**config.mk**
```make
export PLATFORM = sky130hd
export DESIGN_NAME = heater_settling_test_monitor_core
export DESIGN_NICKNAME = d
export VERILOG_FILES = /design/src/rtl/hstm_pkg.sv /design/src/rtl/heater_settling_test_monitor_core.sv /design/src/rtl/hstm_csr.sv /design/src/rtl/hstm_dp.sv /design/src/rtl/hstm_ctrl.sv
export SDC_FILE = /design/constraint.sdc
export NUM_CORES = 2
export LEC_CHECK = 0
export BUFFER_PORTS_ARGS = -buffer_cell sky130_fd_sc_hd__buf_4
export CAP_MARGIN = 10
export CORE_MARGIN = 2
export CORE_UTILIZATION = 50
export CTS_CLUSTER_DIAMETER = 30
export DETAILED_ROUTE_END_ITERATION = 12
export PLACE_DENSITY = 0.67
export SLEW_MARGIN = 20
export SYNTH_ARGS = -nofsm -noshare
export SYNTH_HDL_FRONTEND = slang
export SYNTH_SLANG_ARGS = --single-unit
```
**constraint.sdc**
```tcl
create_clock -name clock -period 8.18 [get_ports clock]
set_input_delay 0 -clock clock [delete_from_list [all_inputs] [get_ports clock]]
set_output_delay 0 -clock clock [all_outputs]
set_load 0.01 [all_outputs]
```
**src/rtl/hstm_pkg.sv**
```systemverilog
// hstm_pkg: shared types and constants for the heater settling test monitor.
// Used by every module of the block and by its checker.
`default_nettype none

package hstm_pkg;

   localparam int TEMP_W     = 14;
   localparam int TGT_W      = 13;
   localparam int HEATER_W   = 4;
   localparam int TIME_W     = 32;
   localparam int INTERVAL_W = 16;
   localparam int CSR_ADDR_W = 4;
   localparam int CSR_DATA_W = 32;
   localparam int REQ_DATA_W = 64;
   localparam int RSP_DATA_W = 112;

   // command codes on req_tuser
   localparam logic [1:0] CMD_START  = 2'd0;
   localparam logic [1:0] CMD_CANCEL = 2'd1;
   localparam logic [1:0] CMD_TICK   = 2'd2;

   // result kinds on rsp_tuser
   localparam logic [1:0] KIND_SETPOINT = 2'd0;
   localparam logic [1:0] KIND_REPORT   = 2'd1;
   localparam logic [1:0] KIND_BUSY     = 2'd2;

   // register indexes (byte address = 4 * index)
   localparam logic [1:0] REG_TOLERANCE = 2'd0;
   localparam logic [1:0] REG_COOL_LIMIT = 2'd1;
   localparam logic [1:0] REG_INTERVAL  = 2'd2;

   localparam logic [TGT_W-1:0]      TOLERANCE_RESET  = 13'd16;
   localparam logic [TGT_W-1:0]      COOL_LIMIT_RESET = 13'd640;
   localparam logic [INTERVAL_W-1:0] INTERVAL_RESET   = 16'd30;

   // test phases
   localparam logic [1:0] PHASE_COOL   = 2'd0;
   localparam logic [1:0] PHASE_HEAT   = 2'd1;
   localparam logic [1:0] PHASE_SETTLE = 2'd2;

   // response tdata layout, lowest field first
   localparam int RSP_SETPOINT_LSB = 0;
   localparam int RSP_HEATER_LSB   = RSP_SETPOINT_LSB + TGT_W;
   localparam int RSP_STABLE_LSB   = RSP_HEATER_LSB + HEATER_W;
   localparam int RSP_PEAK_LSB     = RSP_STABLE_LSB + TEMP_W;
   localparam int RSP_STAB_LSB     = RSP_PEAK_LSB + TEMP_W;
   localparam int RSP_REACH_LSB    = RSP_STAB_LSB + TIME_W;
   localparam int RSP_USED_W       = RSP_REACH_LSB + TIME_W;

   typedef struct packed {
      logic [TGT_W-1:0]      tolerance;
      logic [TGT_W-1:0]      cool_limit;
      logic [INTERVAL_W-1:0] interval;
   } cfg_type;

   typedef enum logic [2:0] {
      OUT_SP_ZERO,
      OUT_SP_TARGET,
      OUT_BUSY,
      OUT_CANCEL,
      OUT_DONE
   } out_sel_type;

   typedef struct packed {
      logic        load_item;
      logic        start;
      logic        store_sample;
      logic        stamp_settle;
      logic        scan_start;
      logic        scan_step;
      logic        calc_diff;
      logic        calc_final;
      logic        load_out;
      out_sel_type out_sel;
   } dp_cmd_type;

   typedef struct packed {
      logic [1:0] command;
      logic       above_limit;
      logic       above_target;
      logic       window_full;
      logic       scan_done;
      logic       stable;
   } dp_status_type;

endpackage

`default_nettype wire

```
**src/rtl/heater_settling_test_monitor_core.sv**
```systemverilog
// Channel   Dir  Handshake              Payload
// req       in   req_tvalid/req_tready  tuser: command; tdata: temp, target, heater, time
// rsp       out  rsp_tvalid/rsp_tready  tuser: kind; tdata: setpoint .. time_to_reach
// csr       in   csr_psel/csr_penable   APB-style, pready tied high
//
// A start or busy goes from acceptance through EXEC to EMIT and the result load; a
// cancel also passes DIFF and FINAL. An unknown command or a tick without a completion
// check returns from EXEC to idle; a tick that ends cool-down and commands the target
// goes on to EMIT. A tick in stabilization walks the window memory through its single
// read port, then with a report passes DIFF and FINAL to EMIT. Reset is synchronous
// and needs no clearing pass. A result waiting on rsp_tready does not block acceptance
// of the next item; only the next result load waits for it.
//
// Top level of the heater settling test monitor; depends on hstm_pkg, hstm_csr,
// hstm_dp and hstm_ctrl.
`default_nettype none

module heater_settling_test_monitor_core
   import hstm_pkg::*;
#(
   parameter int WINDOW = 64
) (
   input  wire logic                  clock,
   input  wire logic                  reset,
   input  wire logic                  req_tvalid,
   output logic                       req_tready,
   // [13:0] temperature, [26:14] target_temperature, [30:27] heater_index,
   // [62:31] time_now, [63] zero
   input  wire logic [REQ_DATA_W-1:0] req_tdata,
   // [1:0] command
   input  wire logic [1:0]            req_tuser,
   output logic                       rsp_tvalid,
   input  wire logic                  rsp_tready,
   // [12:0] setpoint, [16:13] report_heater, [30:17] stable_temperature,
   // [44:31] peak_temperature, [76:45] stab_time, [108:77] time_to_reach,
   // [111:109] zero
   output logic      [RSP_DATA_W-1:0] rsp_tdata,
   // [1:0] kind
   output logic      [1:0]            rsp_tuser,
   input  wire logic                  csr_psel,
   input  wire logic                  csr_penable,
   input  wire logic                  csr_pwrite,
   input  wire logic [CSR_ADDR_W-1:0] csr_paddr,
   input  wire logic [CSR_DATA_W-1:0] csr_pwdata,
   output logic      [CSR_DATA_W-1:0] csr_prdata,
   output logic                       csr_pready
);

   cfg_type       cfg;
   dp_cmd_type    dp_cmd;
   dp_status_type dp_status;

   hstm_csr u_csr (
      .clock   (clock),
      .reset   (reset),
      .psel    (csr_psel),
      .penable (csr_penable),
      .pwrite  (csr_pwrite),
      .paddr   (csr_paddr),
      .pwdata  (csr_pwdata),
      .prdata  (csr_prdata),
      .pready  (csr_pready),
      .cfg     (cfg)
   );

   hstm_dp #(
      .WINDOW (WINDOW)
   ) u_dp (
      .clock     (clock),
      .reset     (reset),
      .req_tdata (req_tdata),
      .req_tuser (req_tuser),
      .cfg       (cfg),
      .cmd       (dp_cmd),
      .status    (dp_status),
      .rsp_tdata (rsp_tdata),
      .rsp_tuser (rsp_tuser)
   );

   hstm_ctrl u_ctrl (
      .clock      (clock),
      .reset      (reset),
      .req_tvalid (req_tvalid),
      .req_tready (req_tready),
      .rsp_tvalid (rsp_tvalid),
      .rsp_tready (rsp_tready),
      .status     (dp_status),
      .cmd        (dp_cmd)
   );

endmodule

`default_nettype wire

```
**src/rtl/hstm_csr.sv**
```systemverilog
// hstm_csr: APB-style register file for tolerance, cool-down limit and interval.
// Depends on hstm_pkg.
`default_nettype none

module hstm_csr
   import hstm_pkg::*;
(
   input  wire logic                  clock,
   input  wire logic                  reset,
   input  wire logic                  psel,
   input  wire logic                  penable,
   input  wire logic                  pwrite,
   input  wire logic [CSR_ADDR_W-1:0] paddr,
   input  wire logic [CSR_DATA_W-1:0] pwdata,
   output logic      [CSR_DATA_W-1:0] prdata,
   output logic                       pready,
   output cfg_type                    cfg
);

   cfg_type    cfg_ff;
   cfg_type    cfg_in;
   logic       wr_en;
   logic [1:0] reg_idx;

   assign pready  = 1'b1;
   assign wr_en   = psel && penable && pwrite;
   assign reg_idx = paddr[3:2];
   assign cfg     = cfg_ff;

   always_comb begin
      cfg_in = cfg_ff;
      if (wr_en) begin
         case (reg_idx)
            REG_TOLERANCE:  cfg_in.tolerance  = pwdata[TGT_W-1:0];
            REG_COOL_LIMIT: cfg_in.cool_limit = pwdata[TGT_W-1:0];
            REG_INTERVAL:   cfg_in.interval   = pwdata[INTERVAL_W-1:0];
            default:        cfg_in = cfg_ff;
         endcase
      end
   end

   always_comb begin
      case (reg_idx)
         REG_TOLERANCE:  prdata = {{(CSR_DATA_W-TGT_W){1'b0}}, cfg_ff.tolerance};
         REG_COOL_LIMIT: prdata = {{(CSR_DATA_W-TGT_W){1'b0}}, cfg_ff.cool_limit};
         REG_INTERVAL:   prdata = {{(CSR_DATA_W-INTERVAL_W){1'b0}}, cfg_ff.interval};
         default:        prdata = '0;
      endcase
   end

   always_ff @(posedge clock) begin
      if (reset) begin
         cfg_ff.tolerance  <= TOLERANCE_RESET;
         cfg_ff.cool_limit <= COOL_LIMIT_RESET;
         cfg_ff.interval   <= INTERVAL_RESET;
      end else begin
         cfg_ff <= cfg_in;
      end
   end

endmodule

`default_nettype wire

```
**src/rtl/hstm_dp.sv**
```systemverilog
// hstm_dp: datapath - held item, test state, sample window memory, min/max walk,
// time arithmetic and result register. Depends on hstm_pkg.
`default_nettype none

module hstm_dp
   import hstm_pkg::*;
#(
   parameter int WINDOW = 64
) (
   input  wire logic                  clock,
   input  wire logic                  reset,
   input  wire logic [REQ_DATA_W-1:0] req_tdata,
   input  wire logic [1:0]            req_tuser,
   input  wire cfg_type               cfg,
   input  wire dp_cmd_type            cmd,
   output dp_status_type              status,
   output logic      [RSP_DATA_W-1:0] rsp_tdata,
   output logic      [1:0]            rsp_tuser
);

   localparam int AW = (WINDOW > 1) ? $clog2(WINDOW) : 1;
   localparam int FW = $clog2(WINDOW + 1);

   // held item
   logic        [1:0]          item_cmd_ff;
   logic signed [TEMP_W-1:0]   item_temp_ff;
   logic        [TGT_W-1:0]    item_tgt_ff;
   logic        [HEATER_W-1:0] item_heater_ff;
   logic        [TIME_W-1:0]   item_now_ff;

   // test state
   logic        [AW-1:0]       slot_ff;
   logic        [FW-1:0]       fill_ff;
   logic signed [TEMP_W-1:0]   peak_ff;
   logic        [TGT_W-1:0]    target_ff;
   logic        [HEATER_W-1:0] heater_ff;
   logic        [TIME_W-1:0]   start_stamp_ff;
   logic        [TIME_W-1:0]   settle_stamp_ff;

   // window walk
   logic signed [TEMP_W-1:0]   window_mem [WINDOW];
   logic        [FW-1:0]       scan_cnt_ff;
   logic                       rd_valid_ff;
   logic                       rd_first_ff;
   logic signed [TEMP_W-1:0]   rd_data_ff;
   logic signed [TEMP_W-1:0]   hi_ff;
   logic signed [TEMP_W-1:0]   lo_ff;
   logic                       rd_issue;
   logic        [TEMP_W:0]     spread;

   // times
   logic        [TIME_W:0]     diff_ff;
   logic        [TIME_W:0]     reach_ff;
   logic        [TIME_W+1:0]   stab_ff;

   // result register
   logic        [1:0]          out_kind_ff;
   logic        [TGT_W-1:0]    out_sp_ff;
   logic        [HEATER_W-1:0] out_heater_ff;
   logic        [TEMP_W-1:0]   out_stable_ff;
   logic        [TEMP_W-1:0]   out_peak_ff;
   logic        [TIME_W-1:0]   out_stab_ff;
   logic        [TIME_W-1:0]   out_reach_ff;
   logic        [TIME_W-1:0]   stab_clamped;
   logic        [TIME_W-1:0]   reach_clamped;

   assign rd_issue = cmd.scan_step && (scan_cnt_ff != FW'(WINDOW));
   assign spread   = {hi_ff[TEMP_W-1], hi_ff} - {lo_ff[TEMP_W-1], lo_ff};

   assign status.command      = item_cmd_ff;
   assign status.above_limit  = item_temp_ff > $signed({1'b0, cfg.cool_limit});
   assign status.above_target = item_temp_ff > $signed({1'b0, target_ff});
   assign status.window_full  = (fill_ff == FW'(WINDOW));
   assign status.scan_done    = (scan_cnt_ff == FW'(WINDOW)) && !rd_valid_ff;
   assign status.stable       = spread < {2'b00, cfg.tolerance};

   assign stab_clamped  = stab_ff[TIME_W+1] ? '0 : stab_ff[TIME_W-1:0];
   assign reach_clamped = reach_ff[TIME_W]  ? '0 : reach_ff[TIME_W-1:0];

   assign rsp_tuser = out_kind_ff;
   assign rsp_tdata = {{(RSP_DATA_W-RSP_USED_W){1'b0}}, out_reach_ff, out_stab_ff,
                       out_peak_ff, out_stable_ff, out_heater_ff, out_sp_ff};

   // item capture
   always_ff @(posedge clock) begin
      if (cmd.load_item) begin
         item_cmd_ff    <= req_tuser;
         item_temp_ff   <= req_tdata[TEMP_W-1:0];
         item_tgt_ff    <= req_tdata[TEMP_W +: TGT_W];
         item_heater_ff <= req_tdata[TEMP_W+TGT_W +: HEATER_W];
         item_now_ff    <= req_tdata[TEMP_W+TGT_W+HEATER_W +: TIME_W];
      end
   end

   // test state
   always_ff @(posedge clock) begin
      if (reset) begin
         slot_ff         <= '0;
         fill_ff         <= '0;
         peak_ff         <= '0;
         target_ff       <= '0;
         heater_ff       <= '0;
         start_stamp_ff  <= '0;
         settle_stamp_ff <= '0;
      end else begin
         if (cmd.start) begin
            slot_ff        <= '0;
            fill_ff        <= '0;
            peak_ff        <= '0;
            target_ff      <= item_tgt_ff;
            heater_ff      <= item_heater_ff;
            start_stamp_ff <= item_now_ff;
         end else if (cmd.store_sample) begin
            slot_ff <= (slot_ff == AW'(WINDOW - 1)) ? '0 : slot_ff + 1'b1;
            if (fill_ff != FW'(WINDOW)) begin
               fill_ff <= fill_ff + 1'b1;
            end
            if (item_temp_ff > peak_ff) begin
               peak_ff <= item_temp_ff;
            end
         end
         if (cmd.stamp_settle) begin
            settle_stamp_ff <= item_now_ff;
         end
      end
   end

   // sample window: one write port, one registered read port
   always_ff @(posedge clock) begin
      if (cmd.store_sample) begin
         window_mem[slot_ff] <= item_temp_ff;
      end
      if (rd_issue) begin
         rd_data_ff <= window_mem[scan_cnt_ff[AW-1:0]];
      end
   end

   always_ff @(posedge clock) begin
      if (reset) begin
         scan_cnt_ff <= '0;
         rd_valid_ff <= 1'b0;
         rd_first_ff <= 1'b0;
      end else begin
         rd_valid_ff <= rd_issue;
         rd_first_ff <= (scan_cnt_ff == '0);
         if (cmd.scan_start) begin
            scan_cnt_ff <= '0;
         end else if (rd_issue) begin
            scan_cnt_ff <= scan_cnt_ff + 1'b1;
         end
      end
   end

   always_ff @(posedge clock) begin
      if (rd_valid_ff) begin
         if (rd_first_ff || rd_data_ff > hi_ff) begin
            hi_ff <= rd_data_ff;
         end
         if (rd_first_ff || rd_data_ff < lo_ff) begin
            lo_ff <= rd_data_ff;
         end
      end
   end

   // time arithmetic over two steps
   always_ff @(posedge clock) begin
      if (cmd.calc_diff) begin
         diff_ff  <= {1'b0, item_now_ff} - {1'b0, settle_stamp_ff};
         reach_ff <= {1'b0, settle_stamp_ff} - {1'b0, start_stamp_ff};
      end
      if (cmd.calc_final) begin
         stab_ff <= {diff_ff[TIME_W], diff_ff}
                    - {{(TIME_W+2-INTERVAL_W){1'b0}}, cfg.interval};
      end
   end

   // result register
   always_ff @(posedge clock) begin
      if (cmd.load_out) begin
         out_heater_ff <= heater_ff;
         out_sp_ff     <= '0;
         out_stable_ff <= '0;
         out_peak_ff   <= '0;
         out_stab_ff   <= '0;
         out_reach_ff  <= '0;
         case (cmd.out_sel)
            OUT_SP_ZERO: begin
               out_kind_ff <= KIND_SETPOINT;
            end
            OUT_SP_TARGET: begin
               out_kind_ff <= KIND_SETPOINT;
               out_sp_ff   <= target_ff;
            end
            OUT_BUSY: begin
               out_kind_ff <= KIND_BUSY;
            end
            OUT_CANCEL: begin
               out_kind_ff  <= KIND_REPORT;
               out_peak_ff  <= peak_ff;
               out_stab_ff  <= stab_clamped;
               out_reach_ff <= reach_clamped;
            end
            OUT_DONE: begin
               out_kind_ff   <= KIND_REPORT;
               out_stable_ff <= item_temp_ff;
               out_peak_ff   <= peak_ff;
               out_stab_ff   <= stab_clamped;
               out_reach_ff  <= reach_clamped;
            end
            default: begin
               out_kind_ff <= KIND_BUSY;
            end
         endcase
      end
   end

endmodule

`default_nettype wire

```
**src/rtl/hstm_ctrl.sv**
```systemverilog
// hstm_ctrl: sequencer for the test monitor; owns running flag, phase and
// result valid. Drives hstm_dp through command/status structs from hstm_pkg.
`default_nettype none

module hstm_ctrl
   import hstm_pkg::*;
(
   input  wire logic          clock,
   input  wire logic          reset,
   input  wire logic          req_tvalid,
   output logic               req_tready,
   output logic               rsp_tvalid,
   input  wire logic          rsp_tready,
   input  wire dp_status_type status,
   output dp_cmd_type         cmd
);

   typedef enum logic [2:0] {
      ST_IDLE,
      ST_EXEC,
      ST_SCAN,
      ST_DIFF,
      ST_FINAL,
      ST_EMIT
   } state_type;

   state_type   state_ff,     state_in;
   logic        running_ff,   running_in;
   logic [1:0]  phase_ff,     phase_in;
   out_sel_type out_sel_ff,   out_sel_in;
   logic        out_valid_ff, out_valid_in;
   logic [1:0]  eff_phase;

   assign req_tready = (state_ff == ST_IDLE);
   assign rsp_tvalid = out_valid_ff;
   // a tick that ends cooling is handled as heating from then on
   assign eff_phase  = (phase_ff == PHASE_COOL) ? PHASE_HEAT : phase_ff;

   always_comb begin
      state_in     = state_ff;
      running_in   = running_ff;
      phase_in     = phase_ff;
      out_sel_in   = out_sel_ff;
      out_valid_in = out_valid_ff && !rsp_tready;
      cmd          = '0;
      cmd.out_sel  = out_sel_ff;

      case (state_ff)
         ST_IDLE: begin
            if (req_tvalid) begin
               cmd.load_item = 1'b1;
               state_in      = ST_EXEC;
            end
         end
         ST_EXEC: begin
            case (status.command)
               CMD_START: begin
                  state_in = ST_EMIT;
                  if (running_ff) begin
                     out_sel_in = OUT_BUSY;
                  end else begin
                     cmd.start  = 1'b1;
                     running_in = 1'b1;
                     if (status.above_limit) begin
                        phase_in   = PHASE_COOL;
                        out_sel_in = OUT_SP_ZERO;
                     end else begin
                        phase_in   = PHASE_HEAT;
                        out_sel_in = OUT_SP_TARGET;
                     end
                  end
               end
               CMD_CANCEL: begin
                  running_in = 1'b0;
                  out_sel_in = OUT_CANCEL;
                  state_in   = ST_DIFF;
               end
               CMD_TICK: begin
                  state_in = ST_IDLE;
                  if (running_ff && !(phase_ff == PHASE_COOL && status.above_limit)) begin
                     cmd.store_sample = 1'b1;
                     if (phase_ff == PHASE_COOL) begin
                        phase_in   = PHASE_HEAT;
                        out_sel_in = OUT_SP_TARGET;
                        state_in   = ST_EMIT;
                     end
                     if (status.window_full) begin
                        if (eff_phase == PHASE_HEAT) begin
                           if (status.above_target) begin
                              phase_in         = PHASE_SETTLE;
                              cmd.stamp_settle = 1'b1;
                           end
                        end else begin
                           cmd.scan_start = 1'b1;
                           state_in       = ST_SCAN;
                        end
                     end
                  end
               end
               default: begin
                  state_in = ST_IDLE;
               end
            endcase
         end
         ST_SCAN: begin
            cmd.scan_step = 1'b1;
            if (status.scan_done) begin
               if (status.stable) begin
                  running_in = 1'b0;
                  out_sel_in = OUT_DONE;
                  state_in   = ST_DIFF;
               end else begin
                  state_in = ST_IDLE;
               end
            end
         end
         ST_DIFF: begin
            cmd.calc_diff = 1'b1;
            state_in      = ST_FINAL;
         end
         ST_FINAL: begin
            cmd.calc_final = 1'b1;
            state_in       = ST_EMIT;
         end
         ST_EMIT: begin
            if (!out_valid_ff || rsp_tready) begin
               cmd.load_out = 1'b1;
               out_valid_in = 1'b1;
               state_in     = ST_IDLE;
            end
         end
         default: begin
            state_in = ST_IDLE;
         end
      endcase
   end

   always_ff @(posedge clock) begin
      if (reset) begin
         state_ff     <= ST_IDLE;
         running_ff   <= 1'b0;
         phase_ff     <= PHASE_COOL;
         out_sel_ff   <= OUT_SP_ZERO;
         out_valid_ff <= 1'b0;
      end else begin
         state_ff     <= state_in;
         running_ff   <= running_in;
         phase_ff     <= phase_in;
         out_sel_ff   <= out_sel_in;
         out_valid_ff <= out_valid_in;
      end
   end

endmodule

`default_nettype wire

```
==> summary.txt <==
Worst setup path
  • Slowest CP cell: nand4b_1
  • Cell Chain, Critical Path: buf_4 -> ha_1 -> nor2b_1 -> o21a_1 -> o21a_1 -> o21a_1 -> o211ai_2 -> and2_2 -> buf_4 -> nand4b_1 -> buf_4 -> nor2_1 -> buf_4
  • WS Path Type: reg -> reg
  • CP startpoint kind: flip-flop
  • Worst-path maximum fanout: 69
  • RR Endpoint: u_dp.window_mem[3][6]
  • CP dominant cell by count: buf_4
  • CP delay by family, top: buffers and inverters
  • Worst r2r path cells: 13
  • CP peak stage delay: 660 ps
  • RR Startpoint: u_dp.item_temp_ff[1]
  • Crit. End Element: flip-flop
  • Bufs and invs on worst path: 4
  • R2r setup slk: 3080 ps
  • Crit path DAT: 5590 ps
  • Required time of the critical path: 8670 ps

CTS
  • CTS H-tree depth: 4
  • CTS Sinks: 1382
  • Total CTS buffers: 239
  • Post-CTS setup buffer count: 0
  • CTS tree: yes
  • Post_cts resized: 0
  • CTS max path bufs: 3
  • Clock latency on the worst-skew pair: 840 ps
  • CTS clk-pin slew, worst paths: 50 ps
  • Root buffer cell: clkbuf_16

Logic synthesis
  • Post-synthesis register bit count: 1382
  • Sequential cell area fraction in the yosys report: 0.680
  • Post-synth EDFFs: 1213
  • Main synth FF type: edfxtp_1
  • Post-Syn Area: 58600 sq um
  • Cell variety after synth: 77
  • Syn avg cell area: 15.9 sq um
  • Synth Warn #: 0
  • Cells after synthesis: 3693
  • Asr flop ratio synth: 0

STA
  • Slew at the pin with the worst max-slew slack: 1090 ps
  • F_max: 196 MHz
  • Shortest period the worst path allows: 5100 ps
  • Setup violators final: 0
  • Final worst slack: 3080 ps
  • Fin. max-slew vios: 0
  • RSZ-0062 raised after global routing: no
  • Final Hold Vio Count: 0
  • Rel. slew slack: 0.273
  • Hold slack final: 42.0 ps
  • Fin crit share: 0.624
  • Clock skew: 70.1 ps
  • TNS Setup: 0 ps

Global routing
  • Total track usage: 0.240
  • First-pass GRT wire length: 217000 um
  • Initial antenna violation count: 3
  • Largest net degree at the start of global routing: 99
  • Grt ovf: 0
  • Vias in the first global route: 35300

Die
  • Boundary pin count: 258
  • Initial Util: 0.504
  • Die Width: 346 um
  • Die area: 120000 sq um
  • Die Y: 346 um
  • Core Rows: 125
  • Core area: 116000 sq um

Min path
  • Hold/Removal Path Class: in -> reg
  • Hold path startpoint: csr_pwdata[1]
  • Hold EP: u_csr.cfg[17]
  • Hold path depth: 4

Layout
  • Fin nets: 4575
  • Design Area, Final: 72500 sq um
  • Share of cells above drive strength 1: 0.238
  • P&R area growth vs syn: 23.7%
  • Fill count: 8204

Power and ir drop
  • Clock power share: 0.528
  • Internal: 14.6 mW
  • Lkg Pwr: 24.8 nW
  • Peak supply drop: 0.209 mV
  • P_sw: 4.34 mW
  • Combinational Power Share: 0.054
  • Final Total Pwr: 18.9 mW
  • Sw frac: 0.229
  • Power per cell area: 261 nW/um^2
  • Sequential Power Share: 0.417

Route
  • Final wirelength: 142000 um
  • First drt pass iteration count: 6
  • ANT nets after route: 0
  • Avg Vias per Cell: 5.70
  • Avg WL per Cell: 23.6 um
  • DR iter-0 viols: 3186
  • Via count: 34300
  • Residual DRC: 0

Placed design
  • Worst slack at placement: 3190 ps
  • Port Buffers: 218
  • Final HPWL DP: 86800 um
  • Final GP Congestion: 0.889
  • Placed Area: 62200 sq um

Run
  • Max_cap viols: 0

Status
  • Outcome: finished, final reports clean
==> synth_stat cells (9+ instances only) <==
| cell type | n | area share |
|---|---|---|
| o21a_1 | 32 | 0.0041 |
| o21ai_0 | 96 | 0.0082 |
| buf_4 | 31 | 0.0040 |
| buf_2 | 14 | 0.0012 |
| a21o_1 | 40 | 0.0051 |
| a31oi_1 | 9 | 0.00096 |
| nand4_1 | 19 | 0.0020 |
| buf_1 | 14 | 0.00090 |
| clkbuf_1 | 115 | 0.0074 |
| inv_1 | 203 | 0.013 |
| o211ai_1 | 18 | 0.0023 |
| nor2_1 | 157 | 0.010 |
| o31a_1 | 9 | 0.0013 |
| nor3_1 | 35 | 0.0030 |
| ha_1 | 182 | 0.039 |
| and3_1 | 9 | 0.00096 |
| and2_1 | 114 | 0.012 |
| dfxtp_1 | 169 | 0.058 |
| mux2i_1 | 15 | 0.0026 |
| edfxtp_1 | 1213 | 0.62 |
| a21oi_1 | 220 | 0.019 |
| or3_1 | 14 | 0.0015 |
| nand3_1 | 83 | 0.0071 |
| nor4_1 | 9 | 0.00096 |
| nand2b_1 | 22 | 0.0023 |
| nand2_1 | 268 | 0.017 |
| o21bai_1 | 10 | 0.0013 |
| mux4_2 | 294 | 0.11 |
| xor2_1 | 31 | 0.0046 |
| xnor2_1 | 70 | 0.010 |
| o21ai_1 | 16 | 0.0014 |
| nor2b_1 | 28 | 0.0030 |
==> registers in the layout, summed over array words and instances, names as in the netlist, 32 cells and up, named ones only <==
| register | cells |
|---|---|
| u_dp.window_mem | 896 |
| u_csr.cfg | 42 |
| u_dp.diff_ff | 33 |
| u_dp.reach_ff | 33 |
| u_dp.stab_ff | 33 |
| u_dp.item_now_ff | 32 |
| u_dp.out_reach_ff | 32 |
| u_dp.out_stab_ff | 32 |
| u_dp.settle_stamp_ff | 32 |
| u_dp.start_stamp_ff | 32 |
==> cells by family (layout without fill, tap and decap cells) <==
| family | after synthesis | count (layout) | share of synthesized area |
|---|---|---|---|
| fa+ha+maj | 186 | 186 | 0.0402 |
| flops | 1382 | 1382 | 0.680 |
| xor+xnor | 101 | 101 | 0.0151 |
| mux | 310 | 310 | 0.116 |
| buf+inv | 383 | 1169 | 0.0275 |
| simple gates | 803 | 803 | 0.0664 |
| other cells | 2 | 21 | 0.000128 |
| compound gates | 526 | 526 | 0.0553 |
==> worst max path at each step <==
stage	from	endpoint	slack (ps)	depth (start not counted)
global placement	u_dp.item_temp_ff[1]	u_dp.window_mem[49][5]	3050	10
finish	u_dp.item_temp_ff[1]	u_dp.window_mem[3][6]	3080	13
CTS	u_dp.item_temp_ff[1]	u_dp.window_mem[24][0]	3120	11
global route	u_dp.item_temp_ff[1]	u_dp.window_mem[3][6]	2920	13
floorplan	u_ctrl.state_ff[2]	u_dp.out_heater_ff[0]	2030	3
detailed placement	u_dp.item_temp_ff[1]	u_dp.window_mem[24][9]	3190	11
==> what timing repair did <==
item | 4_1_cts | 5_1_grt
hold buffers | 186 | 0
endpoints found under the setup margin | 0 | 0
hold endpoints to repair | 153 | 0
==> worst register-to-register path: stages, from the launching register on <==
cell	delay (ps)
edfxtp_1	320
buf_4	640
ha_1	390
nor2b_1	140
o21a_1	160
o21a_1	160
o21a_1	180
o211ai_2	560
and2_2	290
buf_4	480
nand4b_1	670
buf_4	400
nor2_1	130
buf_4	250
==> layer usage <==
layer	part of all wire	vias up	global-route usage
met2	0.51	1270	0.407
met4	0.028	0	0.0839
met5	0	-	0
met1	0.40	17400	0.315
li1	-	15400	-
met3	0.063	236	0.0387
==> through the flow <==
stage          std cells  utilization
6_report            6022        0.624
5_1_grt             6022        0.624
4_1_cts             6019        0.623
3_5_place_dp        5375        0.535
3_3_place_gp        5375        0.535
2_1_floorplan       3711            -
==> cell type report <==
class,instances,area [sq um],share of cell area
multi-input combinational,1946,17300,0.239
clock inverter,176,2080,0.0287
timing repair buffer,507,4310,0.0595
antenna,1,2.50,0.0000345
tap,1524,1910,0.0263
sequential,1382,39800,0.549
inverter,204,766,0.0106
clock buffer,282,6270,0.0865
==> cell usage in the layout (no fill, tap or decap), types with 15 or more instances in the layout <==
cell | netlist | final
clkbuf_16 | 0 | 242
nand2b_1 | 22 | 22
ha_1 | 182 | 182
clkbuf_1 | 115 | 34
inv_6 | 0 | 29
clkinvlp_4 | 0 | 31
buf_4 | 31 | 318
clkinv_1 | 1 | 17
nand3_1 | 83 | 82
conb_1 | 2 | 20
dlygate4sd3_1 | 0 | 186
a21oi_1 | 220 | 219
mux2i_1 | 15 | 15
o21ai_1 | 16 | 16
clkinv_2 | 0 | 35
inv_1 | 203 | 203
nor3_1 | 35 | 34
nand4_1 | 19 | 19
xor2_1 | 31 | 31
nor2b_1 | 28 | 25
xnor2_1 | 70 | 70
nor2_1 | 157 | 143
a21o_1 | 40 | 40
o211ai_1 | 18 | 18
mux4_2 | 294 | 294
o21ai_0 | 96 | 96
nand2_1 | 268 | 268
dfxtp_1 | 169 | 165
o21a_1 | 32 | 32
clkinv_4 | 0 | 24
bufinv_16 | 0 | 25
and2_1 | 114 | 112
edfxtp_1 | 1213 | 1213
==> power by group through the flow <==
| stage | Combinational [mW] | Sequential, mW | Clock, mW |
|---|---|---|---|
| floorplan | 0.556 | 8.08 | 0 |
| global placement | 0.922 | 8.04 | 0 |
| detailed placement | 0.942 | 8.04 | 0 |
| CTS | 1.02 | 7.91 | 10.1 |
| global route | 1.12 | 7.91 | 10.5 |
| finish | 1.02 | 7.90 | 10.0 |
Note: power is estimated with default switching activity, not from simulation.
